**src/hw/rtl/qbf_pkg.sv**
```systemverilog
// shared types and constants of the quadratic bezier path flattener
package qbf_pkg;

  typedef logic [1:0] opcode_t;

  localparam opcode_t OP_MOVE   = 2'd0;
  localparam opcode_t OP_LINE   = 2'd1;
  localparam opcode_t OP_SPLINE = 2'd2;
  localparam opcode_t OP_RSVD   = 2'd3;

  // 25 * 65536: scale of parts^2 against 144 * |second difference|
  localparam int PART_SCALE = 1638400;

  typedef enum logic [8:0] {
    S_IDLE     = 9'b000000001,
    S_END      = 9'b000000010,
    S_PREP     = 9'b000000100,
    S_SUM      = 9'b000001000,
    S_COUNT    = 9'b000010000,
    S_DEN      = 9'b000100000,
    S_DIV_GO   = 9'b001000000,
    S_DIV_WAIT = 9'b010000000,
    S_PTS      = 9'b100000000
  } state_t;

  // divider job: msb picks the lane (x or y), lsb first or second difference
  typedef enum logic [1:0] {
    DIV_DX = 2'b00,
    DIV_SX = 2'b01,
    DIV_DY = 2'b10,
    DIV_SY = 2'b11
  } div_sel_t;

endpackage

```
**src/hw/rtl/qbf_ifs.sv**
```systemverilog
// valid/ready channel interfaces for path elements and polyline points
interface qbf_in_if #(
  parameter int CW = 32
);
  logic                 valid;
  logic                 ready;
  qbf_pkg::opcode_t     opcode;
  logic signed [CW-1:0] end_x;
  logic signed [CW-1:0] end_y;
  logic signed [CW-1:0] ctrl_x;
  logic signed [CW-1:0] ctrl_y;

  modport source (output valid, output opcode, output end_x, output end_y,
                  output ctrl_x, output ctrl_y, input ready);
  modport sink   (input valid, input opcode, input end_x, input end_y,
                  input ctrl_x, input ctrl_y, output ready);
endinterface

interface qbf_out_if #(
  parameter int CW = 32
);
  logic                 valid;
  logic                 ready;
  logic signed [CW-1:0] point_x;
  logic signed [CW-1:0] point_y;
  logic                 new_subpath;
  logic                 last_of_run;

  modport source (output valid, output point_x, output point_y,
                  output new_subpath, output last_of_run, input ready);
  modport sink   (input valid, input point_x, input point_y,
                  input new_subpath, input last_of_run, output ready);
endinterface

```
**src/hw/rtl/qbf_div.sv**
```systemverilog
// bit-serial restoring divider, floor quotient of a signed value by a positive divisor
module qbf_div #(
  parameter int WN  = 42,
  parameter int WDN = 13
) (
  input  logic                  clk,
  input  logic                  rst_n,
  input  logic                  start,
  input  logic signed [WN-1:0]  dividend,
  input  logic        [WDN-1:0] divisor,
  output logic                  done,
  output logic signed [WN-1:0]  quot,
  output logic        [WDN-1:0] rem
);

  localparam int CNTW = $clog2(WN + 1);

  logic            busy_r;
  logic            done_r;
  logic [CNTW-1:0] cnt_r;
  logic [WN-1:0]   acc_r;
  logic [WDN-1:0]  rem_r;
  logic [WDN-1:0]  den_r;
  logic            neg_r;

  logic [WDN:0]    rem_sh;
  logic [WDN:0]    diff;
  logic            fits;
  logic            rem_nz;

  assign rem_sh = {rem_r, acc_r[WN-1]};
  assign diff   = rem_sh - {1'b0, den_r};
  assign fits   = !diff[WDN];
  assign rem_nz = |rem_r;

  always_ff @(posedge clk) begin
    if (!rst_n) begin
      busy_r <= 1'b0;
      done_r <= 1'b0;
      cnt_r  <= '0;
    end else begin
      done_r <= 1'b0;
      if (start) begin
        busy_r <= 1'b1;
        cnt_r  <= CNTW'(WN);
      end else if (busy_r) begin
        cnt_r <= cnt_r - CNTW'(1);
        if (cnt_r == CNTW'(1)) begin
          busy_r <= 1'b0;
          done_r <= 1'b1;
        end
      end
    end
  end

  always_ff @(posedge clk) begin
    if (start) begin
      neg_r <= dividend[WN-1];
      acc_r <= dividend[WN-1] ? -dividend : dividend;
      rem_r <= '0;
      den_r <= divisor;
    end else if (busy_r) begin
      rem_r <= fits ? diff[WDN-1:0] : rem_sh[WDN-1:0];
      acc_r <= {acc_r[WN-2:0], fits};
    end
  end

  // magnitude result turned into floor division for negative dividends
  always_comb begin
    if (neg_r && rem_nz) begin
      quot = ~acc_r;
      rem  = den_r - rem_r;
    end else if (neg_r) begin
      quot = -acc_r;
      rem  = rem_r;
    end else begin
      quot = acc_r;
      rem  = rem_r;
    end
  end

  assign done = done_r;

endmodule

```
**src/hw/rtl/quadratic_bezier_path_flattener.sv**
```systemverilog
// Quadratic bezier path flattener: moves, lines and splines into polyline points.
// Move or line: S_IDLE takes it, S_END offers its end point and returns to S_IDLE.
// Spline: S_PREP, S_SUM, the part count search in S_COUNT, S_DEN, four divisions through
// S_DIV_GO and S_DIV_WAIT, then the points in S_PTS and the end point in S_END.
// S_PTS and S_END stall on the output. The serial divider gives one quotient bit per cycle.
// Synchronous active-low reset: idle, output empty, kept point at (0, 0).
module quadratic_bezier_path_flattener #(
  parameter int MAX_PARTS   = 63,
  parameter int COORD_WIDTH = 32
) (
  input  logic      clk,
  input  logic      rst_n,
  qbf_in_if.sink    in_if,
  qbf_out_if.source out_if
);

  import qbf_pkg::*;

  localparam int CW    = COORD_WIDTH;
  localparam int NW    = $clog2(MAX_PARTS + 1);
  localparam int DEN_W = 2 * NW + 1;
  localparam int WA    = CW + 2;
  localparam int WB    = CW + NW + 2;
  localparam int WP    = CW + NW + 3;
  localparam int WQ    = CW + NW + 4;
  localparam int WC    = (CW + 11 > 2 * NW + 22) ? CW + 11 : 2 * NW + 22;

  state_t state_r, state_nxt;

  opcode_t              op_r;
  logic signed [CW-1:0] e_r [2];
  logic signed [CW-1:0] c_r [2];
  logic signed [CW-1:0] p_r [2];
  logic signed [WA-1:0] a_r [2];
  logic signed [CW:0]   d_r [2];
  logic signed [WB-1:0] b_r [2];

  logic [WC-1:0]       rhs_r, lhs_r, step_r;
  logic [NW-1:0]       n_r, i_r;
  logic [2*NW-1:0]     nsq_r;
  div_sel_t            div_sel_r;

  // value, first difference and second difference as quotient/remainder pairs
  logic signed [WQ-1:0] vq_r [2];
  logic signed [WQ-1:0] fq_r [2];
  logic signed [WQ-1:0] sq_r [2];
  logic [DEN_W-1:0]     vr_r [2];
  logic [DEN_W-1:0]     fr_r [2];
  logic [DEN_W-1:0]     sr_r [2];

  logic                 out_valid_r;
  logic signed [CW-1:0] out_x_r, out_y_r;
  logic                 out_ns_r, out_last_r;

  logic                 in_fire, out_free, out_load, count_go, last_pt;
  logic [DEN_W-1:0]     den;
  logic [WA-1:0]        a_abs [2];
  logic [WA:0]          d_sum;
  logic [WC-1:0]        rhs_nxt;
  logic signed [WP-1:0] b_prod [2];
  logic [DEN_W:0]       vr_sum [2];
  logic [DEN_W:0]       fr_sum [2];
  logic                 v_wrap [2];
  logic                 f_wrap [2];
  logic signed [WQ-1:0] vq_upd [2];
  logic signed [WQ-1:0] fq_upd [2];
  logic [DEN_W-1:0]     vr_upd [2];
  logic [DEN_W-1:0]     fr_upd [2];
  logic                 lane;
  logic signed [WQ-1:0] dvd;
  logic                 div_start, div_done;
  logic signed [WQ-1:0] div_q;
  logic [DEN_W-1:0]     div_r;

  assign in_if.ready = (state_r == S_IDLE);
  assign in_fire     = in_if.valid && in_if.ready;
  assign out_free    = !out_valid_r || out_if.ready;
  assign out_load    = out_free && (state_r == S_PTS || state_r == S_END);
  assign den         = {nsq_r, 1'b0};
  assign count_go    = (n_r < NW'(MAX_PARTS)) && (lhs_r <= rhs_r);
  assign last_pt     = (i_r == n_r - NW'(1));
  assign div_start   = (state_r == S_DIV_GO);
  assign lane        = div_sel_r[1];

  always_comb begin
    for (int k = 0; k < 2; k++) begin
      a_abs[k]  = a_r[k][WA-1] ? WA'(-a_r[k]) : WA'(a_r[k]);
      b_prod[k] = WP'($signed({1'b0, n_r, 1'b0})) * WP'(d_r[k]);
      vr_sum[k] = {1'b0, vr_r[k]} + {1'b0, fr_r[k]};
      fr_sum[k] = {1'b0, fr_r[k]} + {1'b0, sr_r[k]};
      v_wrap[k] = (vr_sum[k] >= {1'b0, den});
      f_wrap[k] = (fr_sum[k] >= {1'b0, den});
      vr_upd[k] = v_wrap[k] ? DEN_W'(vr_sum[k] - {1'b0, den}) : vr_sum[k][DEN_W-1:0];
      fr_upd[k] = f_wrap[k] ? DEN_W'(fr_sum[k] - {1'b0, den}) : fr_sum[k][DEN_W-1:0];
      vq_upd[k] = vq_r[k] + fq_r[k] + $signed({{(WQ-1){1'b0}}, v_wrap[k]});
      fq_upd[k] = fq_r[k] + sq_r[k] + $signed({{(WQ-1){1'b0}}, f_wrap[k]});
    end
  end

  // 144 * D as shift-add
  assign d_sum   = {1'b0, a_abs[0]} + {1'b0, a_abs[1]};
  assign rhs_nxt = (WC'(d_sum) << 7) + (WC'(d_sum) << 4);

  // first difference 2a + 2b, second difference 4a, both scaled by 2
  always_comb begin
    case (div_sel_r)
      DIV_DX, DIV_DY: dvd = (WQ'(a_r[lane]) <<< 1) + (WQ'(b_r[lane]) <<< 1);
      DIV_SX, DIV_SY: dvd = WQ'(a_r[lane]) <<< 2;
      default:        dvd = '0;
    endcase
  end

  qbf_div #(
    .WN  (WQ),
    .WDN (DEN_W)
  ) u_div (
    .clk      (clk),
    .rst_n    (rst_n),
    .start    (div_start),
    .dividend (dvd),
    .divisor  (den),
    .done     (div_done),
    .quot     (div_q),
    .rem      (div_r)
  );

  always_comb begin
    state_nxt = state_r;
    case (state_r)
      S_IDLE: begin
        if (in_fire) begin
          case (in_if.opcode)
            OP_MOVE, OP_LINE: state_nxt = S_END;
            OP_SPLINE:        state_nxt = S_PREP;
            default:          state_nxt = S_IDLE;
          endcase
        end
      end
      S_END:      if (out_free) state_nxt = S_IDLE;
      S_PREP:     state_nxt = S_SUM;
      S_SUM:      state_nxt = S_COUNT;
      S_COUNT:    if (!count_go) state_nxt = S_DEN;
      S_DEN:      state_nxt = S_DIV_GO;
      S_DIV_GO:   state_nxt = S_DIV_WAIT;
      S_DIV_WAIT: begin
        if (div_done) state_nxt = (div_sel_r == DIV_SY) ? S_PTS : S_DIV_GO;
      end
      S_PTS:      if (out_free && last_pt) state_nxt = S_END;
      default:    state_nxt = S_IDLE;
    endcase
  end

  always_ff @(posedge clk) begin
    if (!rst_n) begin
      state_r     <= S_IDLE;
      out_valid_r <= 1'b0;
      p_r[0]      <= '0;
      p_r[1]      <= '0;
    end else begin
      state_r <= state_nxt;
      if (out_load) begin
        out_valid_r <= 1'b1;
      end else if (out_if.ready) begin
        out_valid_r <= 1'b0;
      end
      if (state_r == S_END && out_free) begin
        p_r[0] <= e_r[0];
        p_r[1] <= e_r[1];
      end
    end
  end

  always_ff @(posedge clk) begin
    case (state_r)
      S_IDLE: begin
        if (in_fire) begin
          op_r   <= in_if.opcode;
          e_r[0] <= in_if.end_x;
          e_r[1] <= in_if.end_y;
          c_r[0] <= in_if.ctrl_x;
          c_r[1] <= in_if.ctrl_y;
        end
      end
      S_PREP: begin
        for (int k = 0; k < 2; k++) begin
          a_r[k] <= WA'(e_r[k]) - (WA'(c_r[k]) <<< 1) + WA'(p_r[k]);
          d_r[k] <= (CW+1)'(c_r[k]) - (CW+1)'(p_r[k]);
        end
      end
      S_SUM: begin
        rhs_r  <= rhs_nxt;
        n_r    <= '0;
        lhs_r  <= WC'(PART_SCALE);
        step_r <= WC'(3 * PART_SCALE);
      end
      S_COUNT: begin
        if (count_go) begin
          n_r    <= n_r + NW'(1);
          lhs_r  <= lhs_r + step_r;
          step_r <= step_r + WC'(2 * PART_SCALE);
        end else if (n_r == '0) begin
          n_r <= NW'(1);
        end
      end
      S_DEN: begin
        nsq_r     <= {{NW{1'b0}}, n_r} * {{NW{1'b0}}, n_r};
        i_r       <= '0;
        div_sel_r <= DIV_DX;
        for (int k = 0; k < 2; k++) begin
          b_r[k]  <= b_prod[k][WB-1:0];
          vq_r[k] <= WQ'(p_r[k]);
        end
      end
      S_DIV_GO: begin
        // point 0 is the kept point exactly: value p, remainder n^2 of 2n^2
        vr_r[0] <= DEN_W'(nsq_r);
        vr_r[1] <= DEN_W'(nsq_r);
      end
      S_DIV_WAIT: begin
        if (div_done) begin
          case (div_sel_r)
            DIV_DX: begin
              fq_r[0] <= div_q;
              fr_r[0] <= div_r;
            end
            DIV_SX: begin
              sq_r[0] <= div_q;
              sr_r[0] <= div_r;
            end
            DIV_DY: begin
              fq_r[1] <= div_q;
              fr_r[1] <= div_r;
            end
            DIV_SY: begin
              sq_r[1] <= div_q;
              sr_r[1] <= div_r;
            end
            default: begin
              fq_r[0] <= div_q;
              fr_r[0] <= div_r;
            end
          endcase
          div_sel_r <= div_sel_t'(div_sel_r + 2'd1);
        end
      end
      S_PTS: begin
        if (out_free) begin
          i_r <= i_r + NW'(1);
          for (int k = 0; k < 2; k++) begin
            vq_r[k] <= vq_upd[k];
            vr_r[k] <= vr_upd[k];
            fq_r[k] <= fq_upd[k];
            fr_r[k] <= fr_upd[k];
          end
        end
      end
      default: begin
      end
    endcase

    if (out_load) begin
      if (state_r == S_PTS) begin
        out_x_r    <= vq_r[0][CW-1:0];
        out_y_r    <= vq_r[1][CW-1:0];
        out_ns_r   <= 1'b0;
        out_last_r <= 1'b0;
      end else begin
        out_x_r    <= e_r[0];
        out_y_r    <= e_r[1];
        out_ns_r   <= (op_r == OP_MOVE);
        out_last_r <= 1'b1;
      end
    end
  end

  assign out_if.valid       = out_valid_r;
  assign out_if.point_x     = out_x_r;
  assign out_if.point_y     = out_y_r;
  assign out_if.new_subpath = out_ns_r;
  assign out_if.last_of_run = out_last_r;

endmodule

```
**src/flat_wrapper.sv**
```systemverilog
// flat-port wrapper written by rule: the top's interface ports become plain ports
module quadratic_bezier_path_flattener_flat import qbf_pkg::*;
#(
  parameter int MAX_PARTS   = 63,
  parameter int COORD_WIDTH = 32
)
  (clk, rst_n, in_if_valid, in_if_opcode, in_if_end_x, in_if_end_y, in_if_ctrl_x, in_if_ctrl_y, in_if_ready, out_if_valid, out_if_point_x, out_if_point_y, out_if_new_subpath, out_if_last_of_run, out_if_ready);
  qbf_in_if #(.CW(COORD_WIDTH)) in_if_i ();
  qbf_out_if #(.CW(COORD_WIDTH)) out_if_i ();
  input  logic clk;
  input  logic rst_n;
  input wire logic [$bits(in_if_i.valid)-1:0] in_if_valid;
  input wire logic [$bits(in_if_i.opcode)-1:0] in_if_opcode;
  input wire logic [$bits(in_if_i.end_x)-1:0] in_if_end_x;
  input wire logic [$bits(in_if_i.end_y)-1:0] in_if_end_y;
  input wire logic [$bits(in_if_i.ctrl_x)-1:0] in_if_ctrl_x;
  input wire logic [$bits(in_if_i.ctrl_y)-1:0] in_if_ctrl_y;
  output wire logic [$bits(in_if_i.ready)-1:0] in_if_ready;
  output wire logic [$bits(out_if_i.valid)-1:0] out_if_valid;
  output wire logic [$bits(out_if_i.point_x)-1:0] out_if_point_x;
  output wire logic [$bits(out_if_i.point_y)-1:0] out_if_point_y;
  output wire logic [$bits(out_if_i.new_subpath)-1:0] out_if_new_subpath;
  output wire logic [$bits(out_if_i.last_of_run)-1:0] out_if_last_of_run;
  input wire logic [$bits(out_if_i.ready)-1:0] out_if_ready;
  assign in_if_i.valid = in_if_valid;
  assign in_if_i.opcode = in_if_opcode;
  assign in_if_i.end_x = in_if_end_x;
  assign in_if_i.end_y = in_if_end_y;
  assign in_if_i.ctrl_x = in_if_ctrl_x;
  assign in_if_i.ctrl_y = in_if_ctrl_y;
  assign in_if_ready = in_if_i.ready;
  assign out_if_valid = out_if_i.valid;
  assign out_if_point_x = out_if_i.point_x;
  assign out_if_point_y = out_if_i.point_y;
  assign out_if_new_subpath = out_if_i.new_subpath;
  assign out_if_last_of_run = out_if_i.last_of_run;
  assign out_if_i.ready = out_if_ready;
  quadratic_bezier_path_flattener #(.MAX_PARTS(MAX_PARTS), .COORD_WIDTH(COORD_WIDTH)) u_core (.clk(clk), .rst_n(rst_n), .in_if(in_if_i), .out_if(out_if_i));
endmodule
```
**config.mk**
```make
export PLATFORM = sky130hd
export DESIGN_NAME = quadratic_bezier_path_flattener_flat
export DESIGN_NICKNAME = d
export VERILOG_FILES = /design/src/hw/rtl/qbf_pkg.sv /design/src/hw/rtl/qbf_ifs.sv /design/src/hw/rtl/qbf_div.sv /design/src/hw/rtl/quadratic_bezier_path_flattener.sv /design/src/flat_wrapper.sv
export SDC_FILE = /design/constraint.sdc
export NUM_CORES = 2
export LEC_CHECK = 0
export ABC_AREA = 0
export BUFFER_PORTS_ARGS = -buffer_cell sky130_fd_sc_hd__buf_2
export CAP_MARGIN = 20
export CORE_ASPECT_RATIO = 1.75
export CORE_MARGIN = 1
export CORE_UTILIZATION = 50
export CTS_CLUSTER_SIZE = 10
export DETAILED_ROUTE_END_ITERATION = 10
export PLACE_DENSITY_LB_ADDON = 0.05
export SYNTH_ARGS = -nofsm -noshare
export SYNTH_HDL_FRONTEND = slang
export SYNTH_SLANG_ARGS = --single-unit
```
**constraint.sdc**
```tcl
create_clock -name clk -period 13 [get_ports clk]
set_input_delay 1.95 -clock clk [delete_from_list [all_inputs] [get_ports clk]]
set_output_delay 1.95 -clock clk [all_outputs]
set_load 0.05 [all_outputs]
```
# Word level (Yosys, flattened, before mapping)
# Memories as Yosys holds them, arrays and structs flattened. A register that Yosys moved wholly into a read port is not among the register bits.
# Cells that the tools add are included.
dict set report totals {
  mem_bits_rw 734
  mem_count 12
  regBits 309
  wordCells 245
  inputBits 134
  output_inout_bits 68
}
dict set report op_classes {
  n_lt_le_gt_ge 6
  mux 94
  n_mul 3
  add_sub_neg 38
  bitwise 13
  n_eq_ne 24
  n_reduce_logical 33
}
# memory words width read_ports rd_clocked_by_memory_dff wr line
set memory_table {}
lappend memory_table {u_core.fq_r 2 42 2 0 2 quadratic_bezier_path_flattener.sv:45} ;# logic signed [WQ-1:0] fq_r [2];
lappend memory_table {u_core.sq_r 2 42 2 0 1 quadratic_bezier_path_flattener.sv:46} ;# logic signed [WQ-1:0] sq_r [2];
lappend memory_table {u_core.vq_r 2 42 2 0 2 quadratic_bezier_path_flattener.sv:44} ;# logic signed [WQ-1:0] vq_r [2];
lappend memory_table {u_core.b_r 2 39 1 1 2 quadratic_bezier_path_flattener.sv:36} ;# logic signed [WB-1:0] b_r [2];
lappend memory_table {u_core.a_r 2 34 3 1 2 quadratic_bezier_path_flattener.sv:34} ;# logic signed [WA-1:0] a_r [2];
lappend memory_table {u_core.d_r 2 33 2 0 2 quadratic_bezier_path_flattener.sv:35} ;# logic signed [CW:0] d_r [2];
lappend memory_table {{+6 memories} - - - - - -}
# cell count
set op_table {}
lappend op_table {{2-to-1 mux 42 bit} 10}
lappend op_table {{case mux 43 bit (2 select lines)} 2}
lappend op_table {{adder 42 x 2 -> 42 bit} 4}
lappend op_table {{adder 42 bit} 4}
lappend op_table {{2-to-1 mux 13 bit} 11}
lappend op_table {{2-to-1 mux 32 bit} 4}
lappend op_table {{2-to-1 mux 43 bit} 2}
lappend op_table {{negation 42 bit} 2}
lappend op_table {{case mux 42 bit (2 select lines)} 1}
lappend op_table {{case mux 9 bit (9 select lines)} 1}
lappend op_table {{multiplier 7 x 33 -> 39 bit} 2}
lappend op_table {{adder 34 x 32 -> 34 bit} 2}
lappend op_table {{2-to-1 mux 34 bit} 2}
lappend op_table {{negation 34 bit} 2}
lappend op_table {{subtractor 32 x 33 -> 34 bit} 2}
lappend op_table {{subtractor 32 x 32 -> 33 bit} 2}
lappend op_table {{subtractor 13 bit} 5}
lappend op_table {{adder 13 x 13 -> 14 bit} 4}
lappend op_table {{greater-or-equal comparator 14 x 13 -> 1 bit} 4}
lappend op_table {{2-to-1 mux 9 bit} 6}
lappend op_table {{2-to-1 mux 1 bit} 45}
lappend op_table {{adder 42 x 39 -> 43 bit} 1}
lappend op_table {{adder 43 x 22 -> 43 bit, second input constant} 1}
lappend op_table {{adder 43 bit} 1}
lappend op_table {{45 further kinds} 91}

# Depth between registers and ports, before layout
dict set report logic_depth {
  depth_word 7
  mapped_depth 35
  depth_no_buf 34
}

# Hierarchy
# From an unflattened synthesis, not the netlist that was laid out.
dict set report unflattened {
  cells_unflattened 7568
  area_unflattened_um2 76154.3
}
# module seq_area_each_um2 n_inst area_each_um2 cells_per_inst
set by_module_without_submodules {}
lappend by_module_without_submodules {quadratic_bezier_path_flattener 26015.0 1 69867.0 6839}
lappend by_module_without_submodules {qbf_div 2102.0 1 6287.3 729}

# Worst setup path after synthesis
# Ideal clock, no wire load.
dict set report synth_path {
  kind {register -> register}
  startpoint {reg u_core.state_r[6]}
  endpoint {mem u_core.a_r[0][0] (netlist bit) (enable)}
  n_path_buf 0
  arrival_time_ps 9789
  setup_slack_ps 2420
  path_stages_with_launch 4
  t_required_ps 12208
  setup_time_ps 792
  synth_period_minus_slack_ps 10580
  cell_sequence {dfxtp_1 nor2_1 nand3_1 nor3_1}
}
# element line
set synth_rtl {}
lappend synth_rtl {{start, declared} quadratic_bezier_path_flattener.sv:28} ;# state_t state_r, state_nxt;
lappend synth_rtl {{start signal, assigned} quadratic_bezier_path_flattener.sv:160} ;# state_r <= state_nxt;
lappend synth_rtl {{end, declared} quadratic_bezier_path_flattener.sv:34}

==> impl_metrics.env <==
export IMPL_outcome="finished, final reports clean"
export IMPL_synth_area_um2=75900
export IMPL_via_per_inst=5.89
export IMPL_ys_seq_area_share_pct=36.9
export IMPL_core_um2=150000
export IMPL_hold_depth=2
export IMPL_clock_fmax_ghz=0.107
export IMPL_track_usage_pct=31.9
export IMPL_numCtsBuffers=107
export IMPL_crit_type="register to register"
export IMPL_synth_edf_count=913
export IMPL_yosysUniqueCellTypes=101
export IMPL_cts_hold_buf=0
export IMPL_place_congestion=0.987
export IMPL_critPathMaxStageDelay_ps=710
export IMPL_combinationalPowerShare_pct=23.3
export IMPL_grt_busiest_layer="met2"
export IMPL_post_route_min_period_ps=9310
export IMPL_avgSynthCellArea_um2=10.1
export IMPL_cts_tree="done"
export IMPL_clockRootBuffer="clkbuf_16"
export IMPL_setup_violations_final=0
export IMPL_intPower_mw=5.79
export IMPL_dieArea_um2=153000
export IMPL_yosys_register_bits=945
export IMPL_yosysMostFrequentCell="edfxtp_1"
export IMPL_drtIter0Drc=3708
export IMPL_power_switching_fraction_pct=31.5
export IMPL_reg2reg_slack_ps=3690
export IMPL_hold_end="u_core.u_div.rem_r[11]"
export IMPL_irDropWorstVdd_mv=0.113
export IMPL_final_setup_skew_ps=66.0
export IMPL_cts_setup_buffers=0
export IMPL_p_seq_share_pct=43.1
export IMPL_cts_buffer_depth=3
export IMPL_clk_pin_slew_worst_paths_ps=60
export IMPL_cp_data_arrival_time_ps=9790
export IMPL_ys_flop_type="edfxtp_1"
export IMPL_reg2reg_from="u_core.fr_r[0][0]"
export IMPL_finalMaxSlewViolations=0
export IMPL_port_buffers=201
export IMPL_nets=8908
export IMPL_crit_path_frequent_cell="o21ai_0"
export IMPL_final_setup_worst_slack_ps=3690
export IMPL_r2r_end="u_core.vq_r[0][30]"
export IMPL_cp_required_ps=13480
export IMPL_start_util_pct=50.5
export IMPL_die_w_um=297
export IMPL_wl_um=244000
export IMPL_ant_nets=0
export IMPL_critPathLaunch="u_core.fr_r[0][0]"
export IMPL_clkSinkCount=945
export IMPL_min_from="u_core.u_div.rem_r[11]"
export IMPL_grt_pass1_wl_um=361000
export IMPL_antenna_found_initial=12
export IMPL_whs_ps=522
export IMPL_r2r_cells=34
export IMPL_slew_headroom_pct=22.0
export IMPL_clkLatencyLatePin_ps=780
export IMPL_row_count=188
export IMPL_use_met3_pct=3.25
export IMPL_grt_pass1_vias=58500
export IMPL_critPathMaxFanout=22
export IMPL_slowest_stage="o21a_1"
export IMPL_tns_ps=0
export IMPL_hold_viol_final=0
export IMPL_synth_top_area_share_pct=36.1
export IMPL_post_drt_wl_per_cell_um=25.0
export IMPL_powerDensity_nw_per_um2=103
export IMPL_pre_cts_ws_ps=3770
export IMPL_syn_nets=8735
export IMPL_dr_pass1_iters=6
export IMPL_grtUsageMet2_pct=55.0
export IMPL_io_pins=202
export IMPL_synth_warnings=0
export IMPL_drive_gt1_share_pct=6.96
export IMPL_ys_async_sr_fraction_pct=0
export IMPL_tightestPinTransition_ps=1160
export IMPL_power_switching_mw=2.66
export IMPL_drc=0
export IMPL_grt_setup_unrepaired="false"
export IMPL_grt_max_degree=184
export IMPL_postSynthCellCount=7534
export IMPL_start_kind="register"
export IMPL_grt_util_met1_pct=36.1
export IMPL_die_h_um=518
export IMPL_num_vias=57500
export IMPL_finalCritPeriodShare_pct=71.6
export IMPL_synthTopCellsByArea="edfxtp_1 36%, ha_1 12%, fa_1 9.3%"
export IMPL_p_leak_nw=35.7
export IMPL_p_clk_share_pct=33.6
export IMPL_ctsResizeCount=0
export IMPL_grt_overflow=0
export IMPL_drv_cap=0
export IMPL_holdCritPathClass="register to register"
export IMPL_end_kind="register"
export IMPL_synth_commonest_cells="913 x edfxtp_1, 713 x ha_1, 705 x nand2_1"
export IMPL_area_growth_pct=8.45
export IMPL_yosysTopAreaCell="edfxtp_1"
export IMPL_hpwl_um=196000
export IMPL_h_tree_depth=3
==> metal layers <==
layer | part of all wire, % | vias up
li1 | - | 27100
met5 | 0 | -
met2 | 49 | 1698
met4 | 8.9 | 0
met1 | 37 | 28200
met3 | 4.4 | 539
==> layout make-up <==
class	instances	area (µm²)
Sequential cell	945	28100
Multi-Input combinational cell	5721	44700
Timing Repair Buffer	255	1440
Tap cell	1995	2500
Clock inverter	15	263
Antenna cell	11	27.5
Fill cell	13400	68000
Inverter	677	2540
Clock buffer	142	2820
==> how the worst max path moves through the flow <==
stage / to / slack, ps / cells after the start
floorplan: u_core.a_r[0][0] / 2420 / 3
global placement: u_core.vq_r[0][30] / 3710 / 34
detailed placement: u_core.vq_r[0][30] / 3770 / 34
CTS: u_core.vq_r[0][30] / 3720 / 34
global route: u_core.vq_r[0][30] / 2910 / 34
finish: u_core.vq_r[0][30] / 3690 / 34
==> flip-flops by register name (all words and copies together), names as in the netlist, 13 cells and up, named ones only <==
register,cells
u_core.a_r,68
u_core.b_r,78
u_core.c_r,64
u_core.d_r,66
u_core.e_r,64
u_core.fq_r,64
u_core.fr_r,26
u_core.lhs_r,27
u_core.out_if.point_x,32
u_core.out_if.point_y,32
u_core.p_r,64
u_core.rhs_r,39
u_core.sq_r,64
u_core.sr_r,26
u_core.step_r,26
u_core.u_div.acc_r,42
u_core.u_div.rem_r,13
u_core.vq_r,64
u_core.vr_r,26
==> metrics by stage <==
stage | std cells | power (mW) | utilization, % | area, µm²
after detailed placement | 9591 | 5.65 | 52.7 | 79200
after global routing | 9756 | 8.76 | 54.8 | 82300
after floorplan | 7534 | 4.95 | - | 75900
after CTS | 9748 | 8.49 | 54.7 | 82300
final | 9761 | 8.45 | 54.8 | 82400
after global placement | 9591 | 5.63 | 52.7 | 79200
==> worst max-delay path, delay by kind of cell, from the launching register on <==
family / cells / cell delay, ps
AND/OR/NAND/NOR: 2 / 300
flip-flops: 1 / 350
buffers and inverters: 2 / 340
XOR/XNOR: 2 / 350
AO/OA/AOI/OAI: 24 / 6310
adder cells (fa/ha/maj): 4 / 1340
==> power groups by stage <==
stage	clock network [mW]	registers (mW)	logic, mW
3_3_place_gp	0	3.70	1.93
3_5_place_dp	0	3.70	1.94
2_1_floorplan	0	3.69	1.27
5_1_grt	2.98	3.65	2.13
4_1_cts	2.89	3.64	1.96
6_report	2.84	3.64	1.97
==> layout by cell type, fill, tap and decap left out, drive strengths merged, types with 43 or more instances in the layout <==
cell type  count
o21a         101
a21o         212
nand3        115
a21oi        425
a211oi        50
nor2         436
and2         263
a21boi        43
o31ai         59
fa           354
or3           59
nand2        705
nor2b         73
mux2i         50
xnor2        467
xor2         177
nand4         45
clkbuf       142
mux2          82
inv          676
buf          255
edfxtp       913
ha           713
nor3         124
o21bai        59
and3         105
o21ai        514
nand2b        87
==> cells by family (layout without fill, tap and decap cells) <==
| logic type | Yosys count | count (layout) | synth area share (%) |
|---|---|---|---|
| AOI/OAI and AO/OA | 1729 | 1729 | 14.5 |
| xor gates and xnor gates | 644 | 644 | 7.44 |
| adders and majority gates | 1067 | 1067 | 21.1 |
| buffers and inverters | 868 | 1089 | 4.31 |
| DFF | 945 | 945 | 36.9 |
| muxes | 132 | 132 | 1.88 |
| other | 0 | 11 | 0 |
| and+or+nand+nor | 2149 | 2149 | 13.8 |
(Power assumes the default switching activity.)
